$ cat config.mk
export PLATFORM = sky130hd
export DESIGN_NAME = priority_and_delay_task_queues_unit
export DESIGN_NICKNAME = d
export VERILOG_FILES = /design/src/rtl/pdtq_pkg.sv /design/src/rtl/pdtq_ctrl.sv /design/src/rtl/pdtq_dp.sv /design/src/rtl/priority_and_delay_task_queues_unit.sv
export SDC_FILE = /design/constraint.sdc
export NUM_CORES = 1
export LEC_CHECK = 0
export BUFFER_PORTS_ARGS = -buffer_cell sky130_fd_sc_hd__buf_2
export CORE_MARGIN = 3
export CORE_UTILIZATION = 50
export DETAILED_ROUTE_END_ITERATION = 10
export PLACE_DENSITY = 0.77
export SYNTH_ARGS = -nofsm -noshare
export SYNTH_HDL_FRONTEND = slang
export SYNTH_HIERARCHICAL = 1
export SYNTH_SLANG_ARGS = --single-unit
$ cat constraint.sdc
create_clock -name clk -period 11.5 [get_ports clk]
set_input_delay 1.15 -clock clk [delete_from_list [all_inputs] [get_ports clk]]
set_output_delay 1.15 -clock clk [all_outputs]
set_load 0.05 [all_outputs]
$ cat src/rtl/pdtq_pkg.sv
// shared codes and types of the ready and delay task queues
// operation, status and micro-op codes, controller/datapath structs; no dependencies
package pdtq_pkg;

  // remaining tick count of a waiting task (delay plus one)
  localparam int TICK_W = 9;

  // operation codes
  localparam logic [1:0] OP_ENQUEUE  = 2'd0;
  localparam logic [1:0] OP_RERUN    = 2'd1;
  localparam logic [1:0] OP_DISPATCH = 2'd2;
  localparam logic [1:0] OP_TICK     = 2'd3;

  // result status codes
  localparam logic [1:0] ST_OK         = 2'd0;
  localparam logic [1:0] ST_READY_FULL = 2'd1;
  localparam logic [1:0] ST_WAIT_FULL  = 2'd2;
  localparam logic [1:0] ST_NO_TASK    = 2'd3;

  // datapath micro-ops
  localparam logic [3:0] UOP_NOP         = 4'd0;
  localparam logic [3:0] UOP_LOAD        = 4'd1;
  localparam logic [3:0] UOP_RI_START    = 4'd2;
  localparam logic [3:0] UOP_RI_SCAN     = 4'd3;
  localparam logic [3:0] UOP_RI_PLACE    = 4'd4;
  localparam logic [3:0] UOP_WI_START    = 4'd5;
  localparam logic [3:0] UOP_WI_SCAN     = 4'd6;
  localparam logic [3:0] UOP_WI_PLACE    = 4'd7;
  localparam logic [3:0] UOP_DISP_READ   = 4'd8;
  localparam logic [3:0] UOP_DISP_TAKE   = 4'd9;
  localparam logic [3:0] UOP_T_START     = 4'd10;
  localparam logic [3:0] UOP_T_SWEEP     = 4'd11;
  localparam logic [3:0] UOP_W_READ_HEAD = 4'd12;
  localparam logic [3:0] UOP_CAND_WAIT   = 4'd13;
  localparam logic [3:0] UOP_W_POP       = 4'd14;

  typedef struct packed {
    logic [3:0] uop;
    logic       res_load;
  } cmd_t;

  typedef struct packed {
    logic last_valid;
    logic rfull;
    logic rempty;
    logic wfull;
    logic wempty;
    logic r_shift;
    logic w_shift;
    logic k_one;
    logic k_last;
    logic w_head_zero;
  } stat_t;

  typedef struct packed {
    logic       found;
    logic [7:0] task_id;
    logic [7:0] prio;
    logic [1:0] status;
    logic [4:0] ready_entries;
    logic [4:0] waiting_entries;
  } res_t;

endpackage

$ cat src/rtl/pdtq_ctrl.sv
// controller state machine of the ready and delay task queues
// sequences datapath micro-ops; depends on pdtq_pkg
module pdtq_ctrl (
  input  logic            clk,
  input  logic            rst,
  input  logic            in_valid,
  input  logic [1:0]      operation,
  input  logic [7:0]      delay,
  input  logic            out_free,
  input  pdtq_pkg::stat_t stat,
  output pdtq_pkg::cmd_t  cmd,
  output logic            busy
);
  import pdtq_pkg::*;

  localparam logic [3:0] S_IDLE      = 4'd0;
  localparam logic [3:0] S_RI_START  = 4'd1;
  localparam logic [3:0] S_RI_SCAN   = 4'd2;
  localparam logic [3:0] S_RI_PLACE  = 4'd3;
  localparam logic [3:0] S_WI_START  = 4'd4;
  localparam logic [3:0] S_WI_SCAN   = 4'd5;
  localparam logic [3:0] S_WI_PLACE  = 4'd6;
  localparam logic [3:0] S_DISP_READ = 4'd7;
  localparam logic [3:0] S_DISP_TAKE = 4'd8;
  localparam logic [3:0] S_T_START   = 4'd9;
  localparam logic [3:0] S_T_SWEEP   = 4'd10;
  localparam logic [3:0] S_T_HEAD    = 4'd11;
  localparam logic [3:0] S_T_CHECK   = 4'd12;
  localparam logic [3:0] S_T_POP     = 4'd13;
  localparam logic [3:0] S_FIN       = 4'd14;

  logic [3:0] state, state_next;
  logic       tick_ctx, tick_ctx_next;
  logic [3:0] ri_done;

  // a ready insert returns to the tick loop or finishes the word
  assign ri_done = tick_ctx ? S_T_POP : S_FIN;
  assign busy    = (state != S_IDLE);

  // state register
  always_ff @(posedge clk) begin
    if (rst) begin
      state    <= S_IDLE;
      tick_ctx <= 1'b0;
    end else begin
      state    <= state_next;
      tick_ctx <= tick_ctx_next;
    end
  end

  // next state and micro-op
  always_comb begin
    state_next    = state;
    tick_ctx_next = tick_ctx;
    cmd.uop       = UOP_NOP;
    cmd.res_load  = 1'b0;
    case (state)
      S_IDLE: begin
        if (in_valid) begin
          cmd.uop       = UOP_LOAD;
          tick_ctx_next = (operation == OP_TICK);
          case (operation)
            OP_ENQUEUE:  state_next = S_RI_START;
            OP_RERUN: begin
              if (!stat.last_valid) state_next = S_FIN;
              else if (delay == 8'd0) state_next = S_RI_START;
              else state_next = S_WI_START;
            end
            OP_DISPATCH: state_next = S_DISP_READ;
            default:     state_next = S_T_START;
          endcase
        end
      end
      S_RI_START: begin
        cmd.uop = UOP_RI_START;
        if (stat.rfull) state_next = S_FIN;
        else if (stat.rempty) state_next = S_RI_PLACE;
        else state_next = S_RI_SCAN;
      end
      S_RI_SCAN: begin
        cmd.uop = UOP_RI_SCAN;
        if (!stat.r_shift) state_next = ri_done;
        else if (stat.k_one) state_next = S_RI_PLACE;
      end
      S_RI_PLACE: begin
        cmd.uop    = UOP_RI_PLACE;
        state_next = ri_done;
      end
      S_WI_START: begin
        cmd.uop = UOP_WI_START;
        if (stat.wfull) state_next = S_FIN;
        else if (stat.wempty) state_next = S_WI_PLACE;
        else state_next = S_WI_SCAN;
      end
      S_WI_SCAN: begin
        cmd.uop = UOP_WI_SCAN;
        if (!stat.w_shift) state_next = S_FIN;
        else if (stat.k_one) state_next = S_WI_PLACE;
      end
      S_WI_PLACE: begin
        cmd.uop    = UOP_WI_PLACE;
        state_next = S_FIN;
      end
      S_DISP_READ: begin
        cmd.uop    = UOP_DISP_READ;
        state_next = stat.rempty ? S_FIN : S_DISP_TAKE;
      end
      S_DISP_TAKE: begin
        cmd.uop    = UOP_DISP_TAKE;
        state_next = S_FIN;
      end
      S_T_START: begin
        cmd.uop    = UOP_T_START;
        state_next = stat.wempty ? S_FIN : S_T_SWEEP;
      end
      S_T_SWEEP: begin
        cmd.uop = UOP_T_SWEEP;
        if (stat.k_last) state_next = S_T_HEAD;
      end
      S_T_HEAD: begin
        cmd.uop    = UOP_W_READ_HEAD;
        state_next = stat.wempty ? S_FIN : S_T_CHECK;
      end
      S_T_CHECK: begin
        cmd.uop    = UOP_CAND_WAIT;
        state_next = stat.w_head_zero ? S_RI_START : S_FIN;
      end
      S_T_POP: begin
        cmd.uop    = UOP_W_POP;
        state_next = S_T_HEAD;
      end
      S_FIN: begin
        if (out_free) begin
          cmd.res_load = 1'b1;
          state_next   = S_IDLE;
        end
      end
      default: state_next = S_IDLE;
    endcase
  end

endmodule

$ cat src/rtl/pdtq_dp.sv
// datapath of the ready and delay task queues
// circular sorted queues in memories, scan index, last task and result; depends on pdtq_pkg
module pdtq_dp #(
  parameter int QUEUE_DEPTH = 16,
  parameter int ID_BITS     = 8
) (
  input  logic            clk,
  input  logic            rst,
  input  pdtq_pkg::cmd_t  cmd,
  input  logic [1:0]      operation,
  input  logic [7:0]      task_id,
  input  logic [7:0]      priority_req,
  input  logic [7:0]      delay,
  output pdtq_pkg::stat_t stat,
  output pdtq_pkg::res_t  res
);
  import pdtq_pkg::*;

  localparam int AW = $clog2(QUEUE_DEPTH);
  localparam int CW = $clog2(QUEUE_DEPTH + 1);
  localparam logic [CW:0] DEPTH_W = (CW + 1)'(QUEUE_DEPTH);

  // logical queue position to memory address
  function automatic logic [AW-1:0] phys(input logic [AW-1:0] head,
                                         input logic [CW-1:0] idx);
    logic [CW:0] sum;
    sum = {{(CW + 1 - AW){1'b0}}, head} + {1'b0, idx};
    if (sum >= DEPTH_W) sum = sum - DEPTH_W;
    return sum[AW-1:0];
  endfunction

  // queue memories
  logic [ID_BITS-1:0] r_id_mem   [QUEUE_DEPTH];
  logic [7:0]         r_prio_mem [QUEUE_DEPTH];
  logic [ID_BITS-1:0] w_id_mem   [QUEUE_DEPTH];
  logic [7:0]         w_prio_mem [QUEUE_DEPTH];
  logic [TICK_W-1:0]  w_tick_mem [QUEUE_DEPTH];

  logic [ID_BITS-1:0] rrd_id, wrd_id;
  logic [7:0]         rrd_prio, wrd_prio;
  logic [TICK_W-1:0]  wrd_tick;

  // queue pointers, scan index, candidate, last task, result
  logic [AW-1:0]      rhead, whead;
  logic [CW-1:0]      rcount, wcount, k;
  logic [ID_BITS-1:0] cand_id, last_id, res_id;
  logic [7:0]         cand_prio, last_prio, res_prio;
  logic [TICK_W-1:0]  new_ticks;
  logic               last_valid, res_found;
  logic [1:0]         res_status;

  // memory port controls
  logic               r_rd_en, r_wr_en, w_rd_en, w_wr_en;
  logic [CW-1:0]      r_rd_idx, r_wr_idx, w_rd_idx, w_wr_idx;
  logic [AW-1:0]      r_rd_addr, r_wr_addr, w_rd_addr, w_wr_addr;
  logic [ID_BITS-1:0] r_wr_id, w_wr_id;
  logic [7:0]         r_wr_prio, w_wr_prio;
  logic [TICK_W-1:0]  w_wr_tick, tick_dec;

  logic [ID_BITS+7:0] in_id_ext;
  logic [ID_BITS-1:0] in_id;
  logic [ID_BITS+7:0] out_id_ext;
  logic [CW+4:0]      r_cnt_ext, w_cnt_ext;

  assign in_id_ext  = {{ID_BITS{1'b0}}, task_id};
  assign in_id      = in_id_ext[ID_BITS-1:0];
  assign out_id_ext = {8'd0, res_id};
  assign r_cnt_ext  = {5'd0, rcount};
  assign w_cnt_ext  = {5'd0, wcount};
  assign tick_dec   = (wrd_tick == '0) ? wrd_tick : wrd_tick - TICK_W'(1);

  // status towards the controller
  assign stat.last_valid  = last_valid;
  assign stat.rfull       = (rcount == CW'(QUEUE_DEPTH));
  assign stat.rempty      = (rcount == '0);
  assign stat.wfull       = (wcount == CW'(QUEUE_DEPTH));
  assign stat.wempty      = (wcount == '0);
  assign stat.r_shift     = (rrd_prio < cand_prio);
  assign stat.w_shift     = (wrd_tick > new_ticks);
  assign stat.k_one       = (k == CW'(1));
  assign stat.k_last      = ((k + CW'(1)) == wcount);
  assign stat.w_head_zero = (wrd_tick == '0);

  // result word
  assign res.found           = res_found;
  assign res.task_id         = out_id_ext[7:0];
  assign res.prio            = res_prio;
  assign res.status          = res_status;
  assign res.ready_entries   = r_cnt_ext[4:0];
  assign res.waiting_entries = w_cnt_ext[4:0];

  assign r_rd_addr = phys(rhead, r_rd_idx);
  assign r_wr_addr = phys(rhead, r_wr_idx);
  assign w_rd_addr = phys(whead, w_rd_idx);
  assign w_wr_addr = phys(whead, w_wr_idx);

  // memory port selection per micro-op
  always_comb begin
    r_rd_en   = 1'b0;
    r_rd_idx  = '0;
    r_wr_en   = 1'b0;
    r_wr_idx  = k;
    r_wr_id   = cand_id;
    r_wr_prio = cand_prio;
    w_rd_en   = 1'b0;
    w_rd_idx  = '0;
    w_wr_en   = 1'b0;
    w_wr_idx  = k;
    w_wr_id   = cand_id;
    w_wr_prio = cand_prio;
    w_wr_tick = new_ticks;
    case (cmd.uop)
      UOP_RI_START: begin
        r_rd_en  = 1'b1;
        r_rd_idx = rcount - CW'(1);
      end
      UOP_RI_SCAN: begin
        r_wr_en = 1'b1;
        if (stat.r_shift) begin
          r_wr_id   = rrd_id;
          r_wr_prio = rrd_prio;
          r_rd_en   = 1'b1;
          r_rd_idx  = k - CW'(2);
        end
      end
      UOP_RI_PLACE: r_wr_en = 1'b1;
      UOP_WI_START: begin
        w_rd_en  = 1'b1;
        w_rd_idx = wcount - CW'(1);
      end
      UOP_WI_SCAN: begin
        w_wr_en = 1'b1;
        if (stat.w_shift) begin
          w_wr_id   = wrd_id;
          w_wr_prio = wrd_prio;
          w_wr_tick = wrd_tick;
          w_rd_en   = 1'b1;
          w_rd_idx  = k - CW'(2);
        end
      end
      UOP_WI_PLACE: w_wr_en = 1'b1;
      UOP_DISP_READ: r_rd_en = 1'b1;
      UOP_T_START: w_rd_en = 1'b1;
      UOP_T_SWEEP: begin
        w_wr_en   = 1'b1;
        w_wr_id   = wrd_id;
        w_wr_prio = wrd_prio;
        w_wr_tick = tick_dec;
        w_rd_en   = 1'b1;
        w_rd_idx  = k + CW'(1);
      end
      UOP_W_READ_HEAD: w_rd_en = 1'b1;
      default: ;
    endcase
  end

  // ready queue memory
  always_ff @(posedge clk) begin
    if (r_wr_en) begin
      r_id_mem[r_wr_addr]   <= r_wr_id;
      r_prio_mem[r_wr_addr] <= r_wr_prio;
    end
    if (r_rd_en) begin
      rrd_id   <= r_id_mem[r_rd_addr];
      rrd_prio <= r_prio_mem[r_rd_addr];
    end
  end

  // delay queue memory
  always_ff @(posedge clk) begin
    if (w_wr_en) begin
      w_id_mem[w_wr_addr]   <= w_wr_id;
      w_prio_mem[w_wr_addr] <= w_wr_prio;
      w_tick_mem[w_wr_addr] <= w_wr_tick;
    end
    if (w_rd_en) begin
      wrd_id   <= w_id_mem[w_rd_addr];
      wrd_prio <= w_prio_mem[w_rd_addr];
      wrd_tick <= w_tick_mem[w_rd_addr];
    end
  end

  // pointers, counts, candidate and result
  always_ff @(posedge clk) begin
    if (rst) begin
      rhead      <= '0;
      whead      <= '0;
      rcount     <= '0;
      wcount     <= '0;
      k          <= '0;
      last_id    <= '0;
      last_prio  <= '0;
      last_valid <= 1'b0;
      cand_id    <= '0;
      cand_prio  <= '0;
      new_ticks  <= '0;
      res_found  <= 1'b0;
      res_id     <= '0;
      res_prio   <= '0;
      res_status <= ST_OK;
    end else begin
      case (cmd.uop)
        UOP_LOAD: begin
          cand_id    <= (operation == OP_RERUN) ? last_id : in_id;
          cand_prio  <= (operation == OP_RERUN) ? last_prio : priority_req;
          new_ticks  <= TICK_W'({1'b0, delay}) + TICK_W'(1);
          res_found  <= 1'b0;
          res_id     <= '0;
          res_prio   <= '0;
          res_status <= (operation == OP_RERUN && !last_valid) ? ST_NO_TASK : ST_OK;
        end
        UOP_RI_START: begin
          k <= rcount;
          if (stat.rfull) res_status <= ST_READY_FULL;
        end
        UOP_RI_SCAN: begin
          if (stat.r_shift) k <= k - CW'(1);
          else rcount <= rcount + CW'(1);
        end
        UOP_RI_PLACE: rcount <= rcount + CW'(1);
        UOP_WI_START: begin
          k <= wcount;
          if (stat.wfull) res_status <= ST_WAIT_FULL;
        end
        UOP_WI_SCAN: begin
          if (stat.w_shift) k <= k - CW'(1);
          else wcount <= wcount + CW'(1);
        end
        UOP_WI_PLACE: wcount <= wcount + CW'(1);
        UOP_DISP_TAKE: begin
          res_found  <= 1'b1;
          res_id     <= rrd_id;
          res_prio   <= rrd_prio;
          last_id    <= rrd_id;
          last_prio  <= rrd_prio;
          last_valid <= 1'b1;
          rhead      <= phys(rhead, CW'(1));
          rcount     <= rcount - CW'(1);
        end
        UOP_T_START: k <= '0;
        UOP_T_SWEEP: k <= k + CW'(1);
        UOP_CAND_WAIT: begin
          cand_id   <= wrd_id;
          cand_prio <= wrd_prio;
        end
        UOP_W_POP: begin
          whead  <= phys(whead, CW'(1));
          wcount <= wcount - CW'(1);
        end
        default: ;
      endcase
    end
  end

endmodule

$ cat src/rtl/priority_and_delay_task_queues_unit.sv
// ready/delay task queues: one word in at a time, one result word out per word
// enqueue and rerun scan from the tail, moving entries back to make room; dispatch reads the head,
// tick ages every waiting task in a sweep, then moves each expired head task into the ready queue;
// each queue memory does at most one read and one write per cycle
// a new word is taken while the previous result still waits in the output register
// synchronous active-high reset empties both queues and forgets the last dispatched task
module priority_and_delay_task_queues_unit #(
  parameter int QUEUE_DEPTH = 16,
  parameter int ID_BITS     = 8
) (
  input  logic       clk,
  input  logic       rst,
  input  logic       in_valid,
  output logic       in_stall,
  input  logic [1:0] operation,
  input  logic [7:0] task_id,
  input  logic [7:0] priority_req,
  input  logic [7:0] delay,
  output logic       out_valid,
  input  logic       out_stall,
  output logic       found,
  output logic [7:0] out_task_id,
  output logic [7:0] out_priority,
  output logic [1:0] status,
  output logic [4:0] ready_entries,
  output logic [4:0] waiting_entries
);
  import pdtq_pkg::*;

  cmd_t  cmd;
  stat_t stat;
  res_t  res;
  logic  busy;
  logic  out_free;

  assign in_stall = busy;
  assign out_free = !out_valid || !out_stall;

  pdtq_ctrl u_ctrl (
    .clk       (clk),
    .rst       (rst),
    .in_valid  (in_valid),
    .operation (operation),
    .delay     (delay),
    .out_free  (out_free),
    .stat      (stat),
    .cmd       (cmd),
    .busy      (busy)
  );

  pdtq_dp #(
    .QUEUE_DEPTH (QUEUE_DEPTH),
    .ID_BITS     (ID_BITS)
  ) u_dp (
    .clk          (clk),
    .rst          (rst),
    .cmd          (cmd),
    .operation    (operation),
    .task_id      (task_id),
    .priority_req (priority_req),
    .delay        (delay),
    .stat         (stat),
    .res          (res)
  );

  // output word valid
  always_ff @(posedge clk) begin
    if (rst) begin
      out_valid <= 1'b0;
    end else if (cmd.res_load) begin
      out_valid <= 1'b1;
    end else if (!out_stall) begin
      out_valid <= 1'b0;
    end
  end

  // output word payload
  always_ff @(posedge clk) begin
    if (cmd.res_load) begin
      found           <= res.found;
      out_task_id     <= res.task_id;
      out_priority    <= res.prio;
      status          <= res.status;
      ready_entries   <= res.ready_entries;
      waiting_entries <= res.waiting_entries;
    end
  end

endmodule

==> metrics.txt <==
# TYPE chip_impl_metric gauge
chip_impl_info{name="run_status",value="finished clean"} 1
chip_impl_info{name="min_delay_worst_endpoint",value="out_task_id[2]"} 1
chip_impl_metric{name="wirelength_per_cell",unit="um"} 26.1
chip_impl_metric{name="synth.distinct_cells",unit=""} 88
chip_impl_metric{name="detail_route.first_pass.iterations",unit=""} 6
chip_impl_metric{name="first_drt_iteration_drcs",unit=""} 2825
chip_impl_metric{name="first_pass_grt_wire_length",unit="um"} 125000
chip_impl_metric{name="fp.dieArea",unit="um2"} 72600
chip_impl_info{name="path_common_cell",value="sky130_fd_sc_hd__mux2i_1"} 1
chip_impl_metric{name="via_count_of_the_first_global_routing_pass",unit=""} 20100
chip_impl_metric{name="met3RoutedLength",unit="um"} 9870
chip_impl_info{name="synth.most_common_cell",value="sky130_fd_sc_hd__edfxtp_1"} 1
chip_impl_info{name="critical-path-slowest-cell",value="sky130_fd_sc_hd__buf_4"} 1
chip_impl_metric{name="worstSkewPairLatency",unit="ns"} 0.64
chip_impl_metric{name="worst_ep_required_time",unit="ns"} 11.85
chip_impl_info{name="worstSetupEndpointType",value="flop"} 1
chip_impl_metric{name="setup_viol",unit=""} 0
chip_impl_metric{name="global_route.overflow_total",unit=""} 0
chip_impl_metric{name="crit_buf_inv",unit=""} 1
chip_impl_metric{name="critical-path-max-stage-delay",unit="ns"} 0.94
chip_impl_metric{name="drt-met1-wl",unit="um"} 32500
chip_impl_info{name="synth_ff_type",value="sky130_fd_sc_hd__edfxtp_1"} 1
chip_impl_info{name="start_kind",value="flop"} 1
chip_impl_info{name="hold_path.class",value="reg2reg"} 1
chip_impl_info{name="cp_cell_instances",value="nor2b_1 > a22o_1 > nand2b_4 > or3b_4 > nand2b_1 > o21ai_0 > ha_4 > buf_4 > mux4_2 > mux2i_1 > mux2i_1"} 1
chip_impl_metric{name="worst_setup_hold_path_clk_slew",unit="ns"} 0.06
chip_impl_metric{name="final.setup_skew",unit="ns"} 0.0321
chip_impl_metric{name="maxSlewHeadroom",unit=""} 0.0877
chip_impl_info{name="regToRegStartpoint",value="u_ctrl/state[1]"} 1
chip_impl_metric{name="netlist_instances",unit=""} 2147
chip_impl_metric{name="clock_sink_count",unit=""} 816
chip_impl_metric{name="holdBufCountCts",unit=""} 0
chip_impl_metric{name="number_of_enable_flip_flop_cells_after_synthesis",unit=""} 726
chip_impl_info{name="netlist_top_cells_area",value="sky130_fd_sc_hd__edfxtp_1 (63%), sky130_fd_sc_hd__mux4_2 (11%), sky130_fd_sc_hd__dfxtp_1 (5.2%)"} 1
chip_impl_metric{name="std_cell_rows",unit=""} 95
chip_impl_metric{name="dp_hpwl",unit="um"} 47700
chip_impl_info{name="grt_setup_unrepaired",value="no"} 1
chip_impl_metric{name="postSynthAreaPerCell",unit="um2"} 16.2
chip_impl_metric{name="finalWeightedCongestion",unit=""} 0.908
chip_impl_metric{name="fin_crit_sh",unit=""} 0.515
chip_impl_metric{name="timing.hold.worst_path_depth",unit=""} 0
chip_impl_info{name="highest-signal-layer",value="met4"} 1
chip_impl_metric{name="maxCapViolCount",unit=""} 0
chip_impl_metric{name="totalNegativeSetupSlack",unit="ns"} 0
chip_impl_metric{name="crit_fanout",unit=""} 56
chip_impl_metric{name="vias",unit=""} 20300
chip_impl_metric{name="cp.arrival",unit="ns"} 6.27
chip_impl_metric{name="period_needed",unit="ns"} 5.92
chip_impl_metric{name="yosys_warnings",unit=""} 6
chip_impl_info{name="holdCritStartpoint",value="u_dp/res_id[2]"} 1
chip_impl_metric{name="synth_sequential_area_ratio",unit=""} 0.680
chip_impl_metric{name="hold-worst-slack",unit="ns"} 0.429
chip_impl_metric{name="die_h",unit="um"} 269
chip_impl_metric{name="fraction_of_layout_cells_with_a_size_suffix_above_1",unit=""} 0.213
chip_impl_metric{name="buffers_on_ports",unit=""} 60
chip_impl_metric{name="ys_async_sr_fraction",unit=""} 0
chip_impl_metric{name="met2RoutedLength",unit="um"} 39100
chip_impl_metric{name="coreArea",unit="um2"} 68000
chip_impl_metric{name="finish.net_count",unit=""} 2311
chip_impl_metric{name="slew_viol_final",unit=""} 0
chip_impl_info{name="criticalPathCategory",value="reg2reg"} 1
chip_impl_metric{name="areaGrowthSynthToFinish",unit="%"} 11.9
chip_impl_metric{name="floorplan.initialDensity",unit=""} 0.510
chip_impl_metric{name="final_cell_area",unit="um2"} 38800
chip_impl_info{name="cts_tree",value="built"} 1
chip_impl_info{name="cell_type_group_with_the_largest_total_delay_on_the_critical_path",value="simple AND/OR/NAND/NOR gates"} 1
chip_impl_metric{name="fill_cells",unit=""} 4964
chip_impl_metric{name="static-leakage-power",unit="nW"} 12.8
chip_impl_metric{name="reg2reg_depth",unit=""} 11
chip_impl_metric{name="ff2ff_setup_slack",unit="ns"} 5.58
chip_impl_metric{name="tritoncts.num_buffers",unit=""} 79
chip_impl_metric{name="dp_cells",unit=""} 3073
chip_impl_metric{name="chipWidth",unit="um"} 269
chip_impl_metric{name="synth_top_cell_area_share",unit=""} 0.628
chip_impl_metric{name="largest_net_degree_at_the_start_of_global_routing",unit=""} 94
chip_impl_metric{name="htree_levels",unit=""} 3
chip_impl_metric{name="floorplan.io_pins",unit=""} 61
chip_impl_info{name="clock_tree.root_cell",value="sky130_fd_sc_hd__clkbuf_16"} 1
chip_impl_metric{name="finalHoldViolCount",unit=""} 0
chip_impl_info{name="synth_area_leader_cell",value="sky130_fd_sc_hd__edfxtp_1"} 1
chip_impl_metric{name="instances_no_fill",unit=""} 3217
chip_impl_metric{name="power_density",unit="nW/um2"} 253
chip_impl_info{name="synth.top_cells.by_count",value="sky130_fd_sc_hd__edfxtp_1 (726), sky130_fd_sc_hd__nand2_1 (167), sky130_fd_sc_hd__mux4_2 (164)"} 1
chip_impl_metric{name="worst-slew-pin-transition",unit="ns"} 1.36
chip_impl_metric{name="antenna_violations_before_repair",unit=""} 1
chip_impl_metric{name="synth-seq-cells",unit=""} 816
chip_impl_metric{name="max_clock_freq",unit="GHz"} 0.169
chip_impl_metric{name="drt-vias-per-instance",unit=""} 6.31
chip_impl_metric{name="globalRouteTotalUtil",unit=""} 0.228
chip_impl_metric{name="clockBufferDepth",unit=""} 3
chip_impl_metric{name="route.final.wire_length",unit="um"} 83900
chip_impl_metric{name="syn-num-nets",unit=""} 2225
chip_impl_metric{name="resized_cells_post_cts",unit=""} 0
chip_impl_info{name="reg2reg_capture_point",value="u_dp/wrd_tick[2]"} 1
chip_impl_metric{name="route.detailed.drc",unit=""} 0
chip_impl_metric{name="cts.repair_timing.setup_buffer_count",unit=""} 0
chip_impl_metric{name="final_antenna_net_count",unit=""} 0
chip_impl_metric{name="antenna-diode-count",unit=""} 0
chip_impl_metric{name="power.ir.vdd_worst",unit="V"} 0.000175
chip_impl_metric{name="placed_area",unit="um2"} 36200
chip_impl_metric{name="mappedNetlistArea",unit="um2"} 34700
## cell type report
type | count | area, um2 | area share
multi-input combinational | 1175 | 10500 | 0.271
clock inverter | 38 | 493 | 0.0127
sequential | 816 | 23600 | 0.608
timing repair buffer | 127 | 803 | 0.0207
inverter | 34 | 128 | 0.00329
clock buffer | 106 | 2140 | 0.0551
tap | 921 | 1150 | 0.0297
## layer usage
metal,GRT usage,vias to the layer above
li1,-,8610
met1,0.317,10200
met2,0.350,1271
met3,0.0565,191
met4,0.0862,0
met5,0,-
## cells in the final DEF (no fill, tap or decap), drive strengths merged, types with 9 or more instances in the layout
master  netlist  layout
nor2        152     152
a211oi       26      26
edfxtp      726     726
xnor2        27      27
a21oi       103     103
ha           44      44
mux4        164     164
mux2         27      27
nor3         15      15
nand3        13      13
clkinv        0      27
nor2b        12      12
nand2b       32      32
nand2       167     167
clkbuf       73     106
or3          14      14
buf          49     127
o21ai        80      80
and3         13      13
inv          34      37
dfxtp        90      90
nor4         10      10
mux2i        88      88
a221oi       26      26
xor2         17      17
a221o         9       9
o211a        15      15
## cell families (layout without fill, tap and decap cells)
group | after synthesis | in the layout | share of synthesized area
buf+inv | 156 | 305 | 0.0210
mux | 279 | 279 | 0.141
simple gates | 480 | 480 | 0.0665
fa+ha+maj | 48 | 48 | 0.0182
compound gates | 324 | 324 | 0.0618
flops | 816 | 816 | 0.680
xor+xnor | 44 | 44 | 0.0116
## where the power goes
group          leakage [nW]  switching (mW)  internal (mW)
sequential             7.44           0.223           3.85
clock                  1.28            1.11           1.50
combinational          4.11            1.87           1.28
## through the flow
stage	worst slack, ns	utilization	power (mW)
floorplan	6.67	-	6.33
CTS	5.51	0.571	9.83
finish	5.58	0.571	9.83
global route	5.10	0.571	10.2
detailed placement	5.42	0.533	7.19
global placement	5.54	0.533	7.07
## worst max-delay path by stage
stage               startpoint                to  slack, ns  depth (start not counted)
5_1_grt        u_ctrl/state[1]  u_dp/wrd_prio[6]       5.10                         10
2_1_floorplan         in_valid    u_dp/rrd_id[1]       6.67                         17
4_1_cts        u_ctrl/state[1]  u_dp/wrd_tick[4]       5.51                         11
6_report       u_ctrl/state[1]  u_dp/wrd_tick[2]       5.58                         11
3_3_place_gp          in_valid  u_dp/wrd_prio[7]       5.54                         12
3_5_place_dp          in_valid  u_dp/wrd_tick[2]       5.42                         12
## registers in the layout, indices dropped and copies added, names as in the netlist, 8 cells and up
name	cells
u_dp/r_id_mem	128
u_dp/wrd_id	8
u_dp/rrd_prio	8
u_dp/cand_id	8
u_dp/wrd_prio	8
u_dp/res_prio	8
u_dp/wrd_tick	9
u_dp/w_tick_mem	144
u_dp/w_id_mem	128
u_dp/rrd_id	8
u_dp/new_ticks	9
out_task_id	8
u_dp/w_prio_mem	128
out_priority	8
u_dp/last_prio	8
u_dp/cand_prio	8
u_dp/res_id	8
u_dp/r_prio_mem	128
u_dp/last_id	8
(Power assumes the default switching activity.)
